`config.mk`:
```
export PLATFORM = sky130hd
export DESIGN_NAME = signed_integer_radix_formatter_unit
export DESIGN_NICKNAME = d
export VERILOG_FILES = /design/src/hw/rtl/sirf_pkg.sv /design/src/hw/rtl/sirf_ctrl.sv /design/src/hw/rtl/sirf_dpath.sv /design/src/hw/rtl/signed_integer_radix_formatter_unit.sv
export SDC_FILE = /design/constraint.sdc
export NUM_CORES = 1
export LEC_CHECK = 0
export ABC_AREA = 0
export BUFFER_PORTS_ARGS = -buffer_cell sky130_fd_sc_hd__buf_2
export CORE_ASPECT_RATIO = 0.8
export CORE_UTILIZATION = 39
export DETAILED_ROUTE_END_ITERATION = 16
export PLACE_DENSITY_LB_ADDON = 0.15
export SYNTH_ARGS = -nofsm -noshare
export SYNTH_HDL_FRONTEND = slang
export SYNTH_SLANG_ARGS = --single-unit
```
`constraint.sdc`:
```
create_clock -name clk -period 15.27 [get_ports clk]
set_input_delay 0.7635 -clock clk [delete_from_list [all_inputs] [get_ports clk]]
set_output_delay 0.7635 -clock clk [all_outputs]
set_load 0.02 [all_outputs]
```
`src/hw/rtl/sirf_pkg.sv`:
```
// Shared types and constants for the signed integer radix formatter.
// Used by sirf_ctrl, sirf_dpath and signed_integer_radix_formatter_unit.
package sirf_pkg;

    localparam int VALUE_WIDTH  = 32;
    localparam int RADIX_WIDTH  = 5;
    localparam int PREFIX_WIDTH = 2;
    localparam int CHAR_WIDTH   = 8;
    localparam int DIGIT_WIDTH  = 4;
    localparam int REM_WIDTH    = DIGIT_WIDTH + 1;

    // The divider retires this many quotient bits per cycle.
    localparam int DIV_BITS    = 8;
    localparam int DIV_CYCLES  = (VALUE_WIDTH + DIV_BITS - 1) / DIV_BITS;
    localparam int PAD_WIDTH   = DIV_CYCLES * DIV_BITS;
    localparam int STEP_WIDTH  = (DIV_CYCLES > 1) ? $clog2(DIV_CYCLES) : 1;
    localparam int COUNT_WIDTH = $clog2(VALUE_WIDTH + 1);
    localparam int STACK_WIDTH = VALUE_WIDTH * DIGIT_WIDTH;

    localparam logic [RADIX_WIDTH-1:0] RADIX_MIN = RADIX_WIDTH'(2);
    localparam logic [RADIX_WIDTH-1:0] RADIX_MAX = RADIX_WIDTH'(16);

    localparam logic [PREFIX_WIDTH-1:0] PFX_NONE = PREFIX_WIDTH'(0);
    localparam logic [PREFIX_WIDTH-1:0] PFX_BIN  = PREFIX_WIDTH'(1);
    localparam logic [PREFIX_WIDTH-1:0] PFX_HEX  = PREFIX_WIDTH'(2);

    localparam logic [CHAR_WIDTH-1:0] CH_MINUS      = 8'h2D;
    localparam logic [CHAR_WIDTH-1:0] CH_ZERO       = 8'h30;
    localparam logic [CHAR_WIDTH-1:0] CH_LOWER_B    = 8'h62;
    localparam logic [CHAR_WIDTH-1:0] CH_LOWER_X    = 8'h78;
    localparam logic [CHAR_WIDTH-1:0] CH_ALPHA_BASE = 8'h57;

    typedef enum logic [1:0] {
        EMIT_SIGN   = 2'd0,
        EMIT_ZERO   = 2'd1,
        EMIT_LETTER = 2'd2,
        EMIT_DIGIT  = 2'd3
    } emit_sel_t;

    typedef struct packed {
        logic      load;
        logic      div_step;
        logic      push;
        logic      emit;
        emit_sel_t sel;
        logic      last;
    } ctrl_cmd_t;

    typedef struct packed {
        logic neg;
        logic has_prefix;
        logic quot_zero;
        logic one_left;
        logic stack_empty;
        logic slot_free;
    } dp_status_t;

    function automatic logic [CHAR_WIDTH-1:0] digit_char(input logic [DIGIT_WIDTH-1:0] d);
        logic [CHAR_WIDTH-1:0] ext;
        ext = CHAR_WIDTH'(d);
        if (d > DIGIT_WIDTH'(9)) begin
            return CH_ALPHA_BASE + ext;
        end
        return CH_ZERO + ext;
    endfunction

endpackage

```
`src/hw/rtl/sirf_ctrl.sv`:
```
// Controller state machine of the radix formatter.
// Depends on sirf_pkg; drives sirf_dpath through command and status structs.
module sirf_ctrl (
    input  logic                clk,
    input  logic                rst_n,
    input  logic                in_valid,
    input  sirf_pkg::dp_status_t status,
    output sirf_pkg::ctrl_cmd_t cmd,
    output logic                idle
);
    import sirf_pkg::*;

    typedef enum logic [6:0] {
        S_IDLE  = 7'b0000001,
        S_DIV   = 7'b0000010,
        S_PUSH  = 7'b0000100,
        S_SIGN  = 7'b0001000,
        S_PRE0  = 7'b0010000,
        S_PRE1  = 7'b0100000,
        S_DIGIT = 7'b1000000
    } state_t;

    state_t                state_reg;
    state_t                state_next;
    logic [STEP_WIDTH-1:0] step_reg;
    logic [STEP_WIDTH-1:0] step_next;

    assign idle = (state_reg == S_IDLE);

    always_comb begin
        state_next   = state_reg;
        step_next    = step_reg;
        cmd          = '0;
        cmd.sel      = EMIT_DIGIT;
        case (state_reg)
            S_IDLE:
            begin
                if (in_valid) begin
                    cmd.load   = 1'b1;
                    step_next  = '0;
                    state_next = S_DIV;
                end
            end
            S_DIV:
            begin
                cmd.div_step = 1'b1;
                if (step_reg == STEP_WIDTH'(DIV_CYCLES - 1)) begin
                    step_next  = '0;
                    state_next = S_PUSH;
                end else begin
                    step_next = step_reg + STEP_WIDTH'(1);
                end
            end
            S_PUSH:
            begin
                cmd.push = 1'b1;
                if (!status.quot_zero) begin
                    state_next = S_DIV;
                end else if (status.neg) begin
                    state_next = S_SIGN;
                end else if (status.has_prefix) begin
                    state_next = S_PRE0;
                end else begin
                    state_next = S_DIGIT;
                end
            end
            S_SIGN:
            begin
                cmd.sel = EMIT_SIGN;
                if (status.slot_free) begin
                    cmd.emit   = 1'b1;
                    state_next = status.has_prefix ? S_PRE0 : S_DIGIT;
                end
            end
            S_PRE0:
            begin
                cmd.sel = EMIT_ZERO;
                if (status.slot_free) begin
                    cmd.emit   = 1'b1;
                    state_next = S_PRE1;
                end
            end
            S_PRE1:
            begin
                cmd.sel = EMIT_LETTER;
                if (status.slot_free) begin
                    cmd.emit   = 1'b1;
                    state_next = S_DIGIT;
                end
            end
            S_DIGIT:
            begin
                cmd.sel = EMIT_DIGIT;
                if (status.slot_free) begin
                    cmd.emit = 1'b1;
                    if (status.one_left) begin
                        cmd.last   = 1'b1;
                        state_next = S_IDLE;
                    end
                end
            end
            default:
            begin
                state_next = S_IDLE;
            end
        endcase
    end

    always_ff @(posedge clk or negedge rst_n) begin
        if (!rst_n) begin
            state_reg <= S_IDLE;
            step_reg  <= '0;
        end else begin
            state_reg <= state_next;
            step_reg  <= step_next;
        end
    end

endmodule

```
`src/hw/rtl/sirf_dpath.sv`:
```
// Datapath of the radix formatter: operand registers, shift-subtract divider,
// digit stack and output register. Depends on sirf_pkg.
module sirf_dpath (
    input  logic                                   clk,
    input  logic                                   rst_n,
    input  sirf_pkg::ctrl_cmd_t                    cmd,
    output sirf_pkg::dp_status_t                   status,
    input  logic signed [sirf_pkg::VALUE_WIDTH-1:0] value,
    input  logic [sirf_pkg::RADIX_WIDTH-1:0]       radix,
    input  logic [sirf_pkg::PREFIX_WIDTH-1:0]      prefix_kind,
    output logic                                   out_valid,
    input  logic                                   out_stall,
    output logic [sirf_pkg::CHAR_WIDTH-1:0]        char_out,
    output logic                                   last_char
);
    import sirf_pkg::*;

    logic [PAD_WIDTH-1:0]    div_reg;
    logic [PAD_WIDTH-1:0]    div_next;
    logic [DIGIT_WIDTH-1:0]  rem_reg;
    logic [REM_WIDTH-1:0]    rem_next;
    logic [RADIX_WIDTH-1:0]  radix_reg;
    logic [RADIX_WIDTH-1:0]  radix_clamped;
    logic                    neg_reg;
    logic                    has_prefix_reg;
    logic                    hex_reg;
    logic [STACK_WIDTH-1:0]  stack_reg;
    logic [COUNT_WIDTH-1:0]  count_reg;
    logic                    out_valid_reg;
    logic [CHAR_WIDTH-1:0]   char_reg;
    logic                    last_reg;
    logic [VALUE_WIDTH-1:0]  magnitude;
    logic [CHAR_WIDTH-1:0]   char_sel;
    logic                    slot_free;

    assign magnitude = value[VALUE_WIDTH-1] ? (~value + VALUE_WIDTH'(1)) : value;

    always_comb begin
        if (radix < RADIX_MIN) begin
            radix_clamped = RADIX_MIN;
        end else if (radix > RADIX_MAX) begin
            radix_clamped = RADIX_MAX;
        end else begin
            radix_clamped = radix;
        end
    end

    always_comb begin
        div_next = div_reg;
        rem_next = REM_WIDTH'(rem_reg);
        for (int i = 0; i < DIV_BITS; i++) begin
            rem_next = {rem_next[DIGIT_WIDTH-1:0], div_next[PAD_WIDTH-1]};
            div_next = {div_next[PAD_WIDTH-2:0], 1'b0};
            if (rem_next >= radix_reg) begin
                rem_next    = rem_next - radix_reg;
                div_next[0] = 1'b1;
            end
        end
    end

    always_comb begin
        case (cmd.sel)
            EMIT_SIGN:   char_sel = CH_MINUS;
            EMIT_ZERO:   char_sel = CH_ZERO;
            EMIT_LETTER: char_sel = hex_reg ? CH_LOWER_X : CH_LOWER_B;
            EMIT_DIGIT:  char_sel = digit_char(stack_reg[DIGIT_WIDTH-1:0]);
            default:     char_sel = CH_ZERO;
        endcase
    end

    assign slot_free = !out_valid_reg || !out_stall;

    assign status.neg         = neg_reg;
    assign status.has_prefix  = has_prefix_reg;
    assign status.quot_zero   = (div_reg == '0);
    assign status.one_left    = (count_reg == COUNT_WIDTH'(1));
    assign status.stack_empty = (count_reg == '0);
    assign status.slot_free   = slot_free;

    always_ff @(posedge clk) begin
        if (cmd.load) begin
            div_reg        <= PAD_WIDTH'(magnitude);
            rem_reg        <= '0;
            radix_reg      <= radix_clamped;
            neg_reg        <= value[VALUE_WIDTH-1];
            has_prefix_reg <= (prefix_kind == PFX_BIN) || (prefix_kind == PFX_HEX);
            hex_reg        <= (prefix_kind == PFX_HEX);
        end else if (cmd.div_step) begin
            div_reg <= div_next;
            rem_reg <= rem_next[DIGIT_WIDTH-1:0];
        end else if (cmd.push) begin
            rem_reg <= '0;
        end
        if (cmd.push) begin
            stack_reg <= {stack_reg[STACK_WIDTH-DIGIT_WIDTH-1:0], rem_reg};
        end else if (cmd.emit && (cmd.sel == EMIT_DIGIT)) begin
            stack_reg <= {{DIGIT_WIDTH{1'b0}}, stack_reg[STACK_WIDTH-1:DIGIT_WIDTH]};
        end
        if (cmd.emit) begin
            char_reg <= char_sel;
            last_reg <= cmd.last;
        end
    end

    always_ff @(posedge clk or negedge rst_n) begin
        if (!rst_n) begin
            count_reg     <= '0;
            out_valid_reg <= 1'b0;
        end else begin
            if (cmd.load) begin
                count_reg <= '0;
            end else if (cmd.push) begin
                count_reg <= count_reg + COUNT_WIDTH'(1);
            end else if (cmd.emit && (cmd.sel == EMIT_DIGIT)) begin
                count_reg <= count_reg - COUNT_WIDTH'(1);
            end
            if (cmd.emit) begin
                out_valid_reg <= 1'b1;
            end else if (!out_stall) begin
                out_valid_reg <= 1'b0;
            end
        end
    end

    assign out_valid = out_valid_reg;
    assign char_out  = char_reg;
    assign last_char = last_reg;

endmodule

```
`src/hw/rtl/signed_integer_radix_formatter_unit.sv`:
```
// Top level of the signed integer radix formatter.
// Depends on sirf_pkg, sirf_ctrl and sirf_dpath.
//
// Each accepted item is a signed value, a radix and a prefix code; the block
// returns one item per ASCII character: an optional minus sign, an optional
// "0b" or "0x" prefix, then the digits most significant first, with the last
// character marked by last_char. Radix values below 2 act as 2, above 16 act
// as 16, and prefix code 3 acts as no prefix. The digits come from one shared
// shift-subtract divider that retires 8 quotient bits per cycle; each digit
// takes the divide steps of S_DIV and then a push of the remainder onto the
// digit stack in S_PUSH. A new item is taken once the last character is in
// the output register, even while it waits.
module signed_integer_radix_formatter_unit (
    input  logic                                   clk,
    input  logic                                   rst_n,
    input  logic                                   in_valid,
    output logic                                   in_stall,
    input  logic signed [sirf_pkg::VALUE_WIDTH-1:0] value,
    input  logic [sirf_pkg::RADIX_WIDTH-1:0]       radix,
    input  logic [sirf_pkg::PREFIX_WIDTH-1:0]      prefix_kind,
    output logic                                   out_valid,
    input  logic                                   out_stall,
    output logic [sirf_pkg::CHAR_WIDTH-1:0]        char_out,
    output logic                                   last_char
);
    import sirf_pkg::*;

    ctrl_cmd_t  cmd;
    dp_status_t status;
    logic       idle;

    assign in_stall = !idle;

    sirf_ctrl u_ctrl (
        .clk      (clk),
        .rst_n    (rst_n),
        .in_valid (in_valid),
        .status   (status),
        .cmd      (cmd),
        .idle     (idle)
    );

    sirf_dpath u_dpath (
        .clk         (clk),
        .rst_n       (rst_n),
        .cmd         (cmd),
        .status      (status),
        .value       (value),
        .radix       (radix),
        .prefix_kind (prefix_kind),
        .out_valid   (out_valid),
        .out_stall   (out_stall),
        .char_out    (char_out),
        .last_char   (last_char)
    );

    a_busy_after_accept: assert property (@(posedge clk) disable iff (!rst_n)
        (in_valid && !in_stall) |=> in_stall)
        else $error("Block did not go busy after taking an item.");

    a_digit_from_stack: assert property (@(posedge clk) disable iff (!rst_n)
        (cmd.emit && (cmd.sel == EMIT_DIGIT)) |-> !status.stack_empty)
        else $error("Digit emitted from an empty digit stack.");

    a_last_is_final_digit: assert property (@(posedge clk) disable iff (!rst_n)
        cmd.last |-> (cmd.emit && (cmd.sel == EMIT_DIGIT) && status.one_left))
        else $error("Last mark on a character that is not the final digit.");

    a_emit_into_free_slot: assert property (@(posedge clk) disable iff (!rst_n)
        cmd.emit |-> (!out_valid || !out_stall))
        else $error("Character written over a stalled output item.");

endmodule
```
### Word level (Yosys, flattened, before mapping)

Cells that the tools add are included.

* register bits after elaboration: 197
* bits in latches: 0
* memory bits (writable): 0
* memory bits (read-only): 0
* input bits: 43
* output and inout bits: 11
* logic and storage cells: 135
* memories: 0

* add/sub/neg operators: 14
* $mul: 0
* div/mod/pow operators: 0
* magnitude comparators: 11
* equal/unequal tests: 22
* shifts and indexed selects: 0
* multiplexer cells: 56
* bitwise logic cells: 1
* reductions and logical operators: 17

Operators with widths (number)
* two-way mux 128 bit: 2
* two-way mux 32 bit: 3
* two-way mux 7 bit: 10
* one-hot mux 7 bit (7 select lines): 1
* >= comparator 5 bit: 8
* two-way mux 4 bit: 10
* adder 32 x 2 -> 32 bit (second input constant): 1
* zero test 32 bit: 1
* NOT 32 bit: 1
* one-hot mux 8 bit (4 select lines): 1
* subtractor 4 bit: 8
* two-way mux 1 bit: 18
* two-way mux 6 bit: 3
* two-way mux 8 bit: 2
* != test 2 x 1 -> 1 bit (second input constant): 6
* one-hot mux 3 bit (4 select lines): 1
* two-way mux 5 bit: 2
* adder 7 x 4 -> 8 bit (first input constant): 1
* == test 2 bit (second input constant): 4
* nonzero test 2 bit: 4
* adder 6 x 4 -> 7 bit (first input constant): 1
* == test 7 x 1 -> 1 bit (second input constant): 1
* == test 7 x 2 -> 1 bit (second input constant): 1
* == test 7 x 3 -> 1 bit (second input constant): 1
* other kinds (23): 30

### Longest topological paths before layout

Gate-level depths: netlist (run 1).

* word-level depth: 18
* gate-level depth with buffers: 53
* gate-level depth less buffers: 51

### Hierarchy

A second synthesis (run 1) with hierarchy kept.

* cell total of the unflattened synthesis: 909
* area total of the unflattened synthesis: 11140.7 um^2

Modules (own cells, without submodules)
* sirf_dpath: times used 1, cells an instance 832, area an instance 10415.0 um^2
* sirf_ctrl: times used 1, cells an instance 76, area an instance 721.9 um^2
* signed_integer_radix_formatter_unit: times used 1, cells an instance 1, area an instance 3.8 um^2

### Worst setup path after synthesis (run 1)

Ideal clock, no wire load.

* path type: register -> register
* from: register u_dpath.radix_reg[1]
* to: register u_dpath.rem_reg[3]
* data arrival time: 10.295 ns
* required time: 15.156 ns
* setup slack: 4.861 ns
* stages on the path, launching flop included: 51
* path buffers: 2
* clock period less this slack: 10.409 ns
* path through: edfxtp_1 -> inv_1 -> ha_1 -> a31oi_1 -> o21ai_1 -> mux2_2 -> ha_1 -> a21o_1 -> a31oi_1 -> o21ai_1 -> nand2_1 -> o21ai_0 -> inv_1 -> ha_1 -> a21o_1 -> a31oi_1 -> o21ai_1 -> nand2_1 -> [15 not listed] -> a21o_1 -> a31oi_1 -> o21ai_0 -> clkbuf_1 -> nor2_1 -> nand2_1 -> o221ai_1 -> ha_1 -> a21o_1 -> a31oi_1 -> mux2_2 -> inv_1 -> ha_1 -> a21o_1 -> a21oi_1 -> xnor2_1 -> a32o_1 -> a21o_1

* longest elaborated chain between the ends: 17

Ends and longest elaborated chain
* start: declaration: RTL line sirf_dpath.sv:22 `logic [RADIX_WIDTH-1:0] radix_reg;`
* start signal: assignment: RTL line sirf_dpath.sv:84 `radix_reg <= radix_clamped;`
* subtractor 4 bit / >= comparator 5 bit (equally long branches): RTL line sirf_dpath.sv:55, sirf_dpath.sv:54
* two-way mux 4 bit: RTL line sirf_dpath.sv:54 `if (rem_next >= radix_reg) begin`
* subtractor 4 bit / >= comparator 5 bit (equally long branches): RTL line sirf_dpath.sv:55, sirf_dpath.sv:54
* two-way mux 4 bit: RTL line sirf_dpath.sv:54
* subtractor 4 bit / >= comparator 5 bit (equally long branches): RTL line sirf_dpath.sv:55, sirf_dpath.sv:54
* two-way mux 4 bit: RTL line sirf_dpath.sv:54
* >= comparator 5 bit / subtractor 4 bit (equally long branches): RTL line sirf_dpath.sv:54, sirf_dpath.sv:55
* two-way mux 4 bit: RTL line sirf_dpath.sv:54
* subtractor 4 bit / >= comparator 5 bit (equally long branches): RTL line sirf_dpath.sv:55, sirf_dpath.sv:54
* two-way mux 4 bit: RTL line sirf_dpath.sv:54
* subtractor 4 bit / >= comparator 5 bit (equally long branches): RTL line sirf_dpath.sv:55, sirf_dpath.sv:54
* two-way mux 4 bit: RTL line sirf_dpath.sv:54
* >= comparator 5 bit / subtractor 4 bit (equally long branches): RTL line sirf_dpath.sv:54, sirf_dpath.sv:55
* two-way mux 4 bit: RTL line sirf_dpath.sv:54
* subtractor 4 bit / >= comparator 5 bit (equally long branches): RTL line sirf_dpath.sv:55, sirf_dpath.sv:54
* two-way mux 4 bit *: RTL line sirf_dpath.sv:54
* two-way mux 4 bit *: RTL line sirf_dpath.sv:88 `end else if (cmd.div_step) begin`
* end signal: assignment: RTL line sirf_dpath.sv:90 `rem_reg <= rem_next[DIGIT_WIDTH-1:0];`
* end: declaration: RTL line sirf_dpath.sv:20 `logic [DIGIT_WIDTH-1:0] rem_reg;`

Mark *: on every way between the ends. The rest lies on a longest branch, timed or not.
A chain may end at the register's enable or synchronous reset.

### Worst setup path in the final report (run 1)

* from: register u_dpath.radix_reg[1]
* to: register u_dpath.rem_reg[1]

The elaborated chain is that of the path after synthesis.

==> results of run 1 <==
cell usage after synthesis (5+ instances only):
cell type	instances
a21o_1	18
a21oi_1	35
a31oi_1	8
clkbuf_1	44
dfrtp_1	15
edfxtp_1	176
fa_1	8
ha_1	48
inv_1	40
mux2_2	7
mux2i_1	8
nand2_1	444
nand2b_1	10
nand3_1	10
nand4_1	5
nor2_1	35
nor2b_1	8
nor3_1	8
nor4_1	11
o21ai_0	49
o21ai_1	8
o31ai_1	12
o41ai_1	6
or4_1	5
xnor2_1	18
xor2_1	34
cell families (layout without fill, tap and decap cells):
| kind of cell | Yosys count | in the layout | share of synthesized area [%] |
|---|---|---|---|
| adders and majority gates | 56 | 56 | 6.99 |
| AOI/OAI and AO/OA | 163 | 163 | 9.38 |
| xor gates and xnor gates | 52 | 52 | 4.18 |
| other | 1 | 2 | 0.0345 |
| DFF | 196 | 196 | 53.0 |
| muxes | 15 | 15 | 1.46 |
| and+or+nand+nor | 565 | 565 | 21.8 |
| buffers and inverters | 88 | 133 | 3.14 |
worst reg2reg max path: cells and delay by family (launching register included):
kind	cells	cell delay [ns]
AOI/OAI and AO/OA	26	6.69
buffers and inverters	5	0.69
muxes	5	1.94
adders and majority gates	8	2.44
and+or+nand+nor	4	0.50
DFF	1	0.73
worst paths after layout:
| check | from | endpoint | slack, ns | depth (start not counted) |
|---|---|---|---|---|
| setup reg to reg | u_dpath.radix_reg[1] | u_dpath.rem_reg[1] | 2.14 | 48 |
| hold / removal | rst_n | u_ctrl.state_reg[3] | 0.25 | 1 |
| min in group clk | u_ctrl.step_reg[0] | u_ctrl.step_reg[0] | 0.49 | 1 |
| hold reg to reg | u_ctrl.step_reg[0] | u_ctrl.step_reg[0] | 0.49 | 1 |
| max in group asynchronous | rst_n | u_ctrl.state_reg[0] | 14.68 | 1 |
| setup / recovery | u_dpath.radix_reg[1] | u_dpath.rem_reg[1] | 2.14 | 48 |
area by class of cell:
type                    count  area [µm²]  share of cell area, %
diodes                      1        2.50                 0.0207
clock buffers              22         454                   3.75
clock inverters            10         158                   1.30
inverters                  40         150                   1.24
multi-input cells         852        4790                   39.6
flip-flops and latches    196        5770                   47.6
well taps                 364         455                   3.76
repair buffers             61         328                   2.71
placed cells by master (no fill, tap or decap), drive strengths merged, types with 22 or more instances in the layout:
cell / count
a21oi: 35
buf: 61
clkbuf: 22
edfxtp: 176
ha: 48
inv: 40
nand2: 444
nor2: 35
o21ai: 57
xor2: 34
per-layer routing:
layer	vias up	global-route usage, %
met1	3690	26.7
met3	13	4.08
met5	-	0
li1	3983	-
met4	2	3.31
met2	111	22.2
metrics by stage:
| step | setup slack [ns] | cells |
|---|---|---|
| after CTS | 2.22 | 1545 |
| after global routing | 0.786 | 1545 |
| final | 2.14 | 1546 |
| after detailed placement | 2.25 | 1513 |
| after floorplan | 4.86 | 1136 |
| after global placement | 2.78 | 1513 |
==> metrics.txt, run 1 <==
global route overflow 0; wire per inst 14.8 µm; worst hold path type input port to async pin; Max Clock Skew 0.0131 ns; max reg flops 128; min cycle time layout 13.13 ns; post-synthesis async set-or-reset flop share 8.16%; Pins Over Slew Limit 0; final period utilization 86.0%; initial DRC count 644; wl on met1 12500 µm; crit path DAT 13.46 ns; CTS resizes 0; register bit total from synthesis 196; postcts setup bufs 0; post-synth top area cell edfxtp_1; drt pass-1 iters 5; top post-synthesis cells by area edfxtp_1 49%, nand2_1 15%, ha_1 5.5%, dfrtp_1 3.4%, xor2_1 2.7%; drt total wl 22800 µm; Top Metal Used met5; share of cells above drive strength 1 9.14%; design area 12100 µm²; outcome finished clean; core region area 27400 µm²; Least-Margin Pin Slew 1.23 ns; Final Hold Viols 0; Synth Warn # 0; achievable clock frequency 76.1 MHz; syn nets 1235; Skew-Pair Late Insertion Delay 0.43 ns; WS Path Type register to register; Placed Area 11500 µm²; top_reg_cell synth edfxtp_1; EDFF count, synth 176; Worst Path Buf+Inv 5; hold buffer count at cts 0; gr usage total 16.7%; root buffer cell clkbuf_16; post-route ant nets 0; initial antenna violation count 2; largest stage delay on the critical path 0.97 ns; mapped cell area 10900 µm²; vias per cell 5.04; CTS Buf Count 17; H-tree depth 4; Final GP Congestion 0.863; Post-Route Utilization 44.2%; Sink Count 196; RSZ-0062 raised after global routing no; Critical Path RT 15.60 ns; NumNets Final 1267; routed vias 7799; Die ar. 28600 µm²; Synth Area per Inst 9.58 µm²; crit path max-delay cell type o21ai_0; post-DP HPWL 15200 µm; post-synth top area share 48.6%; Synth cell types 60; I/O Pins 54; Slew headroom 17.3%; Fin Hold WS 0.254 ns; Die Y 151 µm; Max Cap Violations 0; TritonCTS clock tree built; first-pass GRT wire length 37700 µm; cells after synthesis 1136; startpoint types register; vias in the first global route 7084; DIE WIDTH 189 µm; pin count of the biggest net entering global routing 72; sequential fraction of the synthesis area 53.0%; # setup viols final 0; crit path capture type register; crit-path max FO 12; Port-buffer cells 52; critical path's top delay family compound AO/OA/AOI/OAI gates; met3 WL 970 µm; DRC 0; Clk pin slew, worst setup/hold paths 0.07 ns; routed length on met2 9190 µm; Setup TNS Final 0 ns; effective utilization at floorplan 39.8%; # rows 54; CTS Buffer Depth 2; Layout area overhead 11.2%; fillers 2660
Power of run 1 is not shown: default switching activity piles up to over one toggle a cycle in this logic, so the estimate is an artifact.
==> run 2: changes to the inputs <==
--- a/config.mk
+++ b/config.mk
@@ -7,6 +7,8 @@
 export LEC_CHECK = 0
 export ABC_AREA = 0
 export BUFFER_PORTS_ARGS = -buffer_cell sky130_fd_sc_hd__buf_2
+export CELL_PAD_IN_SITES_DETAIL_PLACEMENT = 1
+export CELL_PAD_IN_SITES_GLOBAL_PLACEMENT = 2
 export CORE_ASPECT_RATIO = 0.8
 export CORE_UTILIZATION = 39
 export DETAILED_ROUTE_END_ITERATION = 16
==> metrics.txt, run 2 (synthesis gave the netlist of run 1 again) <==
Final Hold Viols 0 (unchanged); Setup TNS Final 0 ns (unchanged); Die Y 151 µm (unchanged); Final GP Congestion 0.787 (-8.8%); Skew-Pair Late Insertion Delay 0.44 ns (about the same); # rows 54 (unchanged); I/O Pins 54 (unchanged); core region area 27400 µm² (unchanged); routed vias 7909 (+1.4%); design area 12100 µm² (about the same); largest stage delay on the critical path 1.02 ns (+0.05 ns); ant diodes 0 (-1); max reg flops 128 (unchanged); fillers 3134 (+18%); CTS Buf Count 17 (unchanged); drt pass-1 iters 4 (-1); share of cells above drive strength 1 9.16% (+0.016 points); vias in the first global route 7900 (+12%); Max Cap Violations 0 (unchanged); post-route ant nets 0 (unchanged); H-tree depth 4 (unchanged); wire per inst 16.6 µm (+12%); postcts setup bufs 0 (unchanged); first-pass GRT wire length 41700 µm (+11%); Port-buffer cells 52 (unchanged); commonest non-fill, non-tap cell in the layout nand2_1; vias per cell 5.13 (+1.6%); Worst Reg-to-Reg Cells 47 (-2.1%); r2r endpoint u_dpath.rem_reg[1]; Max Clock Skew 0.0115 ns (-0.00167 ns); Layout Cells excl Fill 1543 (-0.19%); R2R Setup Slk 2.04 ns (-0.09 ns); Least-Margin Pin Slew 1.31 ns (+0.0865 ns); Pins Over Slew Limit 0 (unchanged); # setup viols final 0 (unchanged); achievable clock frequency 75.6 MHz (-0.72%); CTS resizes 0 (unchanged); placed cell count 1512 (-0.066%); Critical Path RT 15.59 ns (about the same); initial antenna violation count 0 (-2); Sink Count 196 (unchanged); gr usage total 18.5% (+1.8 points); Layout area overhead 11.2% (about the same); DRC 0 (unchanged); hold buffer count at cts 0 (unchanged); outcome finished clean; Clk pin slew, worst setup/hold paths 0.07 ns (about the same); root buffer cell clkbuf_16; min cycle time layout 13.23 ns (+0.0947 ns); drt total wl 25600 µm (+12%); Critical R2R Launch u_dpath.radix_reg[1]; pin count of the biggest net entering global routing 90 (+25%); RSZ-0062 raised after global routing no; crit path max-delay cell type o21ai_0; most frequent cells in the layout 443 x nand2_1, 176 x edfxtp_1, 52 x buf_2; crit path DAT 13.55 ns (+0.09 ns); TritonCTS clock tree built; global route overflow 0 (unchanged); Fin Hold WS 0.236 ns (-0.0177 ns); NumNets Final 1266 (-0.079%); effective utilization at floorplan 39.8% (unchanged); crit-path max FO 12 (unchanged); DIE WIDTH 189 µm (unchanged); Slew headroom 11.5% (-5.8 points); post-DP HPWL 17200 µm (+13%); worst hold path type input port to async pin; final period utilization 86.6% (+0.62 points); startpoint types register; Placed Area 11500 µm² (about the same); Die ar. 28600 µm² (unchanged); WS Path Type register to register; initial DRC count 609 (-5.4%); crit path capture type register; CTS Buffer Depth 2 (unchanged)
[run 2: changes by cell type in the layout (fill, tap and decap cells not counted)]
cell,delta
inv_8,+1
buf_4,-1
o21ai_0,-1
clkbuf_8,-1
o21ai_1,+1
inv_6,+1
clkinvlp_4,-2
diode_2,-1
clkinv_4,+2
clkbuf_1,-2
[run 2: stage by stage]
stage	util, %	worst slack [ns]
final	44.2	2.04
after global routing	44.2	0.946
after CTS	44.2	1.67
after detailed placement	42.0	1.80
after global placement	42.0	2.42
after floorplan	-	4.86
[run 2: area by class of cell]
class / instances / area (µm²) / share of cell area (%)
flip-flops and latches: 196 / 5770 / 47.7
multi-input cells: 852 / 4790 / 39.6
well taps: 364 / 455 / 3.76
clock buffers: 19 / 433 / 3.58
repair buffers: 60 / 320 / 2.65
clock inverters: 12 / 180 / 1.49
inverters: 40 / 150 / 1.24
[run 2: worst max-delay path by stage]
stage / end / depth (start not counted) / startpoint / slack (ns)
floorplan: u_dpath.rem_reg[3] / 50 / u_dpath.radix_reg[1] / 4.86
global placement: u_dpath.rem_reg[1] / 48 / u_dpath.radix_reg[1] / 2.42
detailed placement: u_dpath.rem_reg[1] / 48 / u_dpath.radix_reg[1] / 1.80
CTS: u_dpath.rem_reg[1] / 48 / u_dpath.radix_reg[1] / 1.67
global route: u_dpath.rem_reg[1] / 48 / u_dpath.radix_reg[1] / 0.95
finish: u_dpath.rem_reg[1] / 47 / u_dpath.radix_reg[1] / 2.04
[run 2: metal layers]
metal	vias to the layer above	part of all wire, %	GRT usage [%]
met2	61	43	27.6
met4	0	0.90	4.40
li1	3976	-	-
met1	3857	54	28.0
met3	15	1.8	2.92
met5	-	0	0
[run 2: critical path: cells and delay by family, from the launching register on]
family	cells	cell delay, ns
AO/OA/AOI/OAI	25	6.66
adder cells (fa/ha/maj)	8	2.64
multiplexers	5	1.84
flip-flops	1	0.75
buffers and inverters	5	0.71
AND/OR/NAND/NOR	4	0.51
Power of run 2 is left out for the same reason.
==> run 3: changes to the inputs <==
--- a/config.mk
+++ b/config.mk
@@ -5,7 +5,7 @@
 export SDC_FILE = /design/constraint.sdc
 export NUM_CORES = 1
 export LEC_CHECK = 0
-export ABC_AREA = 0
+export ABC_AREA = 1
 export BUFFER_PORTS_ARGS = -buffer_cell sky130_fd_sc_hd__buf_2
 export CELL_PAD_IN_SITES_DETAIL_PLACEMENT = 1
 export CELL_PAD_IN_SITES_GLOBAL_PLACEMENT = 2
==> metrics.txt, run 3 <==
multi-input logic area 4900 µm² (+2.3%); NumNets Final 1485 (+17%); Die ar. 29900 µm² (+4.6%); storage element area 5770 µm² (unchanged); Port-buffer cells 52 (unchanged); mapped cell area 11400 µm² (+4.7%); routed vias 8889 (+12%); Die Y 155 µm (+2.3%); DIE WIDTH 193 µm (+2.3%); CP most frequent cell nand2_1; fillers 3421 (+9.2%); TritonCTS clock tree built; global route overflow 0 (unchanged); share of cells above drive strength 1 8.15% (-1.0 points); post-synthesis async set-or-reset flop share 8.16% (unchanged); WS Path Type register to register; Slew headroom 37.3% (+26 points); routing usage on met1 32.2% (+4.2 points); final period utilization 74.9% (-12 points); Layout area overhead 10.1%; Synth Area per Inst 8.43 µm² (-12%); sequential fraction of the synthesis area 50.6% (-2.4 points); outcome finished with violations; Skew-Pair Late Insertion Delay 0.46 ns (+0.02 ns); I/O Pins 54 (unchanged); Setup TNS Final 0 ns (unchanged); crit path max-delay cell type edfxtp_1; Clk pin slew, worst setup/hold paths 0.08 ns (about the same); postcts setup bufs 0 (unchanged); max reg flops 128 (unchanged); gr usage total 20.4% (+1.9 points); post-DP HPWL 20400 µm (+18%); Final GP Congestion 0.845 (+7.3%); top_reg_cell synth edfxtp_1; CTS resizes 0 (unchanged); hold buffer count at cts 0 (unchanged); pin count of the biggest net entering global routing 93 (+3.3%); top post-synthesis cells by area edfxtp_1 46%, nand2_1 18%, ha_1 5.3%, inv_1 4.3%, nand3_1 3.5%; Critical Path RT 15.62 ns (+0.03 ns); drt total wl 28800 µm (+13%); commonest non-fill, non-tap cell in the layout nand2_1; Worst Path Buf+Inv 7 (+2); Synth cell types 49 (-18%); post-synth top area share 46.4% (-2.2 points); Levels on crit path 61 (+30%); root buffer cell clkbuf_16; vias per cell 5.02 (-2.0%); Final Hold Viols 0 (unchanged); Max Clock Skew 0.0357 ns (+0.0242 ns); cells after synthesis 1352 (+19%); failing checks DRC; achievable clock frequency 87.4 MHz (+16%); post-route ant nets 0 (unchanged); Sink Count 196 (unchanged); Synth Warn # 0 (unchanged); worst hold path type input port to async pin; crit path DAT 11.79 ns (-1.76 ns); EDFF count, synth 176 (unchanged); ant diodes 0 (unchanged); crit-path max FO 9 (-3); # rows 55 (+1.9%); RSZ-0062 raised after global routing no; largest stage delay on the critical path 0.69 ns (-0.33 ns); Least-Margin Pin Slew 0.940 ns (-0.374 ns); vias in the first global route 9086 (+15%); commonest cells in the netlist 559 x nand2_1, 176 x edfxtp_1, 131 x inv_1, 79 x nand3_1, 74 x nor2_1; first-pass GRT wire length 47700 µm (+14%); CTS Buf Count 17 (unchanged); startpoint types register; initial DRC count 599 (-1.6%); Max Cap Violations 0 (unchanged); Worst Reg-to-Reg Cells 61 (+30%); met3 usage 3.29% (+0.37 points); DRC 2 (+2); R2R Setup Slk 3.83 ns (+1.79 ns); GR met2 Demand/Resource 29.0% (+1.4 points); Pins Over Slew Limit 0 (unchanged); min cycle time layout 11.44 ns (-1.79 ns); post-synth top area cell edfxtp_1; initial antenna violation count 0 (unchanged); gr busiest metal met1; drt pass-1 iters 11 (+7); most frequent cells in the layout 558 x nand2_1, 176 x edfxtp_1, 131 x inv_1; core region area 28500 µm² (+4.1%); register bit total from synthesis 196 (unchanged); effective utilization at floorplan 40.0% (+0.22 points); critical path's top delay family simple AND/OR/NAND/NOR gates; syn nets 1451 (+17%); # setup viols final 0 (unchanged); wire per inst 16.3 µm (-1.8%); crit path capture type register; H-tree depth 4 (unchanged); count leader, synth nand2_1; CTS Buffer Depth 2 (unchanged)
## run 3: stage by stage
step	hold slack, ns	utilization, %	cell area (µm²)	cells	worst slack [ns]
6_report	0.230	44.0	12500	1769	3.83
4_1_cts	0.231	44.0	12500	1769	3.78
3_3_place_gp	0.483	41.9	12000	1737	4.56
5_1_grt	0.255	44.0	12500	1769	2.68
3_5_place_dp	0.485	41.9	12000	1737	3.84
2_1_floorplan	0.461	-	11400	1352	5.75
## run 3: cells by family after synthesis
group | synth area share (%)
adders and majority gates | 6.68
buffers and inverters | 6.49
DFF | 50.6
other | 0.0329
xor gates and xnor gates | 2.61
AOI/OAI and AO/OA | 5.48
and+or+nand+nor | 28.1
## run 3: worst paths after layout
path,endpoint,start
max in group asynchronous,u_ctrl.state_reg[0],rst_n
worst min-delay path,u_dpath.out_valid,rst_n
min in group clk,u_dpath.rem_reg[1],u_dpath.rem_reg[1]
worst max-delay path,u_dpath.rem_reg[0],u_dpath.radix_reg[1]
worst max register to register,u_dpath.rem_reg[0],u_dpath.radix_reg[1]
worst min register to register,u_dpath.rem_reg[1],u_dpath.rem_reg[1]
## run 3: layout make-up
class / count / area share (%)
Timing Repair Buffer: 59 / 2.49
Tap cell: 370 / 3.69
Clock buffer: 18 / 3.42
Sequential cell: 196 / 46.0
Multi-Input combinational cell: 979 / 39.1
Inverter: 133 / 4.04
Clock inverter: 14 / 1.33
## run 3: layer usage
layer  up-vias  share of wire, %  wire [µm]
li1       4488                 -          -
met1      4284                55      15800
met2       102                42      12100
met3        15               2.5        729
met4         0              0.63        181
met5         -                 0          0
Power of run 3 is left out for the same reason.
